--- src/edr_pkg.sv ---
`default_nettype none
package edr_pkg;

   localparam int Steps = 16;
   localparam logic signed [35:0] CordicGain = 36'sd652032874;

   // arctangent per step, 2^32 units per turn
   function automatic logic signed [35:0] atan_turn(input logic [3:0] idx);
      logic signed [35:0] v;
      case (idx)
         4'd0: v = 36'sh020000000;
         4'd1: v = 36'sh012E4051E;
         4'd2: v = 36'sh009FB385B;
         4'd3: v = 36'sh0051111D4;
         4'd4: v = 36'sh0028B0D43;
         4'd5: v = 36'sh00145D7E1;
         4'd6: v = 36'sh000A2F61E;
         4'd7: v = 36'sh000517C55;
         4'd8: v = 36'sh00028BE53;
         4'd9: v = 36'sh000145F2F;
         4'd10: v = 36'sh0000A2F98;
         4'd11: v = 36'sh0000517CC;
         4'd12: v = 36'sh000028BE6;
         4'd13: v = 36'sh0000145F3;
         4'd14: v = 36'sh00000A2FA;
         default: v = 36'sh00000517D;
      endcase
      return v;
   endfunction

   // one cordic lane: x, y and residual angle
   typedef struct packed {
      logic signed [35:0] x;
      logic signed [35:0] y;
      logic signed [35:0] z;
      logic               flip;
   } lane_type;

   // contents of one cell of the pipeline
   typedef struct packed {
      logic               valid;
      lane_type [2:0]     lane;
      logic signed [32:0] n0;
      logic signed [32:0] n1;
      logic signed [32:0] n2;
   } cell_type;

endpackage
`default_nettype wire

--- src/edr_cordic_cell.sv ---
`default_nettype none
module edr_cordic_cell (
   input  wire logic                clock,
   input  wire logic                reset,
   input  wire logic                enable,
   input  wire logic [3:0]          step,
   input  wire edr_pkg::cell_type   cell_in,
   output edr_pkg::cell_type        cell_out
);

   edr_pkg::cell_type cell_in_w, cell_ff;

   // one micro-rotation on each of the three angle lanes
   always_comb begin
      cell_in_w = cell_in;
      for (int k = 0; k < 3; k++) begin
         if (!cell_in.lane[k].z[35]) begin
            cell_in_w.lane[k].x = cell_in.lane[k].x - (cell_in.lane[k].y >>> step);
            cell_in_w.lane[k].y = cell_in.lane[k].y + (cell_in.lane[k].x >>> step);
            cell_in_w.lane[k].z = cell_in.lane[k].z - edr_pkg::atan_turn(step);
         end else begin
            cell_in_w.lane[k].x = cell_in.lane[k].x + (cell_in.lane[k].y >>> step);
            cell_in_w.lane[k].y = cell_in.lane[k].y - (cell_in.lane[k].x >>> step);
            cell_in_w.lane[k].z = cell_in.lane[k].z + edr_pkg::atan_turn(step);
         end
      end
   end

   // advance only when downstream moves
   always_ff @(posedge clock) begin
      if (reset) begin
         cell_ff.valid <= 1'b0;
      end else if (enable) begin
         cell_ff <= cell_in_w;
      end
   end

   assign cell_out = cell_ff;

endmodule
`default_nettype wire

--- config.mk ---
export PLATFORM = sky130hd
export DESIGN_NAME = edr_cordic_cell
export DESIGN_NICKNAME = d
export VERILOG_FILES = /design/src/edr_pkg.sv /design/src/edr_cordic_cell.sv
export SDC_FILE = /design/constraint.sdc
export NUM_CORES = 2
export LEC_CHECK = 0
export BUFFER_PORTS_ARGS = -buffer_cell sky130_fd_sc_hd__buf_2
export CAP_MARGIN = 20
export CORE_MARGIN = 2
export CORE_UTILIZATION = 25
export CTS_BUF_LIST = sky130_fd_sc_hd__clkbuf_16
export CTS_CLUSTER_SIZE = 30
export DETAILED_ROUTE_END_ITERATION = 6
export HOLD_SLACK_MARGIN = 0.12
export PLACE_DENSITY = 0.48
export SKIP_LAST_GASP = 1
export SLEW_MARGIN = 20
export SYNTH_ARGS = -nofsm -noshare
export SYNTH_HDL_FRONTEND = slang
export SYNTH_SLANG_ARGS = --single-unit
--- constraint.sdc ---
create_clock -name clock -period 20.2 [get_ports clock]
set_input_delay 1.01 -clock clock [delete_from_list [all_inputs] [get_ports clock]]
set_output_delay 1.01 -clock clock [all_outputs]
set_load 0.1 [all_outputs]
==> results.py <==
metrics = {
    "grt": {
        "grt_max_degree": 133,
        "grt_overflow_total": 0,
        "antenna_found_initial": 84,
        "grt_pass1_vias": 40262,
        "grt_usage_pct": 20.5,
        "grt_pass1_wl_um": 289000,
    },
    "pwr": {
        "p_clk_share_pct": 19.7,
        "p_leak_nw": 22.6,
        "p_sw_share_pct": 49.7,
        "power.total_w": 0.00511,
        "power_density_nw_per_um2": 92.1,
        "power.switching_w": 0.00254,
        "p_int_w": 0.00257,
        "seq_power_share_pct": 24.2,
        "vdd_ir_drop_max_uv": 66.5,
        "comb_power_share_pct": 56.1,
    },
    "critical_path": {
        "crit_required_ps": 20620,
        "cp_data_arrival_time_ps": 8840,
        "timing.reg2reg.setup_slack_ps": 19610,
        "setup.worst_path.start_class": "primary input",
        "crit_fanout": 93,
        "path_class": "primary input to flip-flop",
        "r2r-start": "cell_out[426]$_SDFFE_PP0P_",
        "cp-end-kind": "flip-flop",
        "reg2reg_depth": 2,
        "r2r-end": "cell_out[426]$_SDFFE_PP0P_",
    },
    "placement": {
        "portBuffers": 860,
        "dpl.cell_count": 7980,
        "post-place-ws_ps": 11130,
        "dp.final_hpwl_um": 166000,
        "globalplace.congestion": 0.913,
        "place_area_um2": 53600,
    },
    "finish": {
        "drive_gt1_share_pct": 25.7,
        "seqCellArea_um2": 12800,
        "layout.cells.non_filler": 8121,
        "num-nets-final": 6337,
        "largest_register_ffs": 427,
        "syn_to_final_growth_pct": 18.3,
        "final_area_um2": 55500,
        "fillers": 19693,
        "multi_input_area_um2": 32400,
    },
    "sta": {
        "slew_headroom_pct": 18.4,
        "worst_slack_ps": 11780,
        "hold_violations": 0,
        "tns_ps": 0,
        "tightest_slew_ps": 1210,
        "period_share_pct": 41.7,
        "fmax_mhz": 119,
        "setup_viol": 0,
        "maxSlewViolCount": 0,
        "rsz0062_at_grt": "no",
        "finClkSkew_ps": 0,
        "fin_crit_ps": 8420,
    },
    "clocking": {
        "htreeDepth": 2,
        "path_clk_slew_ps": 60,
        "cts.sinks": 427,
        "cts_buffer_depth": 3,
        "worstSkewPairLatency_ps": 690,
        "post_cts_buffers": 0,
        "post_cts_resize_count": 0,
        "cts_tree": "built",
        "cts-buffers-inserted": 56,
        "ctsHoldBuffers": 0,
        "clockRootBuffer": "clkbuf_16",
    },
    "synthesis": {
        "synthesis.area_um2": 46900,
        "ys_types": 107,
        "ys_ff_latch": 427,
        "synth_ff_type": "edfxtp_1",
        "synth_top_area_share_pct": 27.3,
        "ys.warnings.count": 0,
        "netlist_top_cells_area": "edfxtp_1, mux4_2, ha_1",
        "seq_area_frac_synth_pct": 27.3,
        "avgSynthCellArea_um2": 9.73,
        "ys_async_sr_fraction_pct": 0,
        "synth_nets": 5603,
        "syn_inst": 4824,
        "synth-edff-count": 426,
        "synth_top_cell_by_area": "edfxtp_1",
    },
    "job": {
        "max-cap-violations": 0,
    },
    "worst_hold_path": {
        "hp-class": "primary input to flip-flop",
        "min_to": "cell_out[25]$_DFFE_PP_",
        "hold-path-cell-count": 1,
        "worstHoldStart": "cell_in[25]",
    },
    "floorplan": {
        "io_pins": 861,
        "die_area_um2": 191000,
        "core_um2": 186000,
        "die_w_um": 437,
        "die-height_um": 437,
        "initial_core_util_pct": 25.2,
        "rows": 158,
    },
    "routing": {
        "remaining_drc_errors": 0,
        "num_vias": 42505,
        "first_iter_violations": 3397,
        "ant_nets": 0,
        "routed_wirelength_um": 205000,
        "avgViaCountPerCell": 5.23,
        "post_drt_wl_per_cell_um": 25.2,
        "drt_pre_antenna_iters": 5,
    },
    "status": {
        "outcome": "completed",
    },
}
==> power groups by stage <==
stage	Clock, W	Combinational, W	Sequential (W)
after detailed placement	0	0.00286	0.00126
after global routing	0.00107	0.00306	0.00125
after floorplan	0	0.00131	0.00213
after CTS	0.00104	0.00288	0.00124
final	0.00100	0.00287	0.00124
after global placement	0	0.00287	0.00126
==> synthesized netlist by cell type (all sizes together) (17+ instances only) <==
cell,instances
a211oi,41
a21o,159
a21oi,439
a31o,17
a31oi,83
and2,48
and3,55
and4,17
buf,126
clkbuf,95
edfxtp,426
ha,336
inv,132
mux2,126
mux2i,140
mux4,271
nand2,424
nand2b,60
nand3,62
nand4,26
nor2,400
nor2b,59
nor3,94
o211ai,27
o21a,75
o21ai,260
o21bai,44
o31ai,24
or2,18
or3,26
xnor2,324
xor2,167
==> stage by stage <==
stage               hold WS [ps]  util [%]
global route                 432      29.8
floorplan                    971         -
CTS                          407      29.8
detailed placement           513      28.8
global placement             503      28.8
finish                       484      29.8
==> critical path: stages <==
cell and delay, ps:
buf_8 500, buf_4 810, inv_4 340, ha_1 420
o21ai_0 190, a21oi_1 160, a21oi_1 590, ha_1 370
nand3_1 140, nor3_1 520, and3_1 490, or2_2 200
o21ai_0 180, ha_1 450, nand3_1 170, nor3_1 300
nand3_1 110, a211oi_1 250, a211o_1 230, a211o_1 240
a41oi_1 220, a211oi_1 500, a211oi_1 170, xnor2_1 160
==> worst max path at each step <==
| stage | from | endpoint | slack [ps] | cells after the start |
|---|---|---|---|---|
| 6_report | step[1] | cell_out[133]$_DFFE_PP_ | 11780 | 24 |
| 3_5_place_dp | step[1] | cell_out[133]$_DFFE_PP_ | 11130 | 24 |
| 5_1_grt | step[0] | cell_out[316]$_DFFE_PP_ | 11250 | 24 |
| 3_3_place_gp | step[1] | cell_out[133]$_DFFE_PP_ | 11220 | 24 |
| 4_1_cts | step[1] | cell_out[133]$_DFFE_PP_ | 11840 | 24 |
| 2_1_floorplan | enable | cell_out[0]$_DFFE_PP_ | 7670 | 1 |
==> cells by family (layout without fill, tap and decap cells) <==
group | count (synthesis) | count (layout) | synth area share [%]
fa+ha+maj | 345 | 345 | 9.34
compound gates | 1323 | 1323 | 17.7
simple gates | 1346 | 1346 | 13.6
buf+inv | 355 | 1134 | 3.61
flops | 427 | 427 | 27.3
other cells | 0 | 38 | 0
mux | 537 | 537 | 19.2
xor+xnor | 491 | 491 | 9.17
==> cell usage in the layout (no fill, tap or decap), types with 58 or more instances in the layout <==
cell,netlist,layout
a21o_1,159,159
nor2_1,396,392
a21oi_1,439,439
mux2_2,125,125
xor2_1,167,167
nor3_1,91,90
mux4_2,249,249
buf_2,42,853
ha_1,336,336
nand2b_1,60,60
nor2b_1,59,58
o21ai_0,257,257
nand2_1,422,422
o21a_1,75,75
a31oi_1,83,83
nand3_1,61,61
xnor2_1,324,324
inv_1,130,137
mux2i_1,139,139
edfxtp_1,426,426
==> layout make-up <==
type                    instances  area share [%]
diodes                         38           0.171
clock buffers                  56            2.53
clock inverters                47           0.773
inverters                     134           0.924
multi-input cells            4042            58.5
flip-flops and latches        427            23.1
well taps                    2480            5.59
repair buffers                897            8.45
==> routing by layer <==
metal | part of all wire (%) | GRT usage [%] | vias to the layer above
li1 | - | - | 19880
met1 | 40 | 25.1 | 20537
met2 | 48 | 34.5 | 1750
met3 | 7.0 | 3.98 | 302
met4 | 4.6 | 9.30 | 36
met5 | 0.10 | 0 | -
No activity file was read; power rests on OpenSTA's default activity.
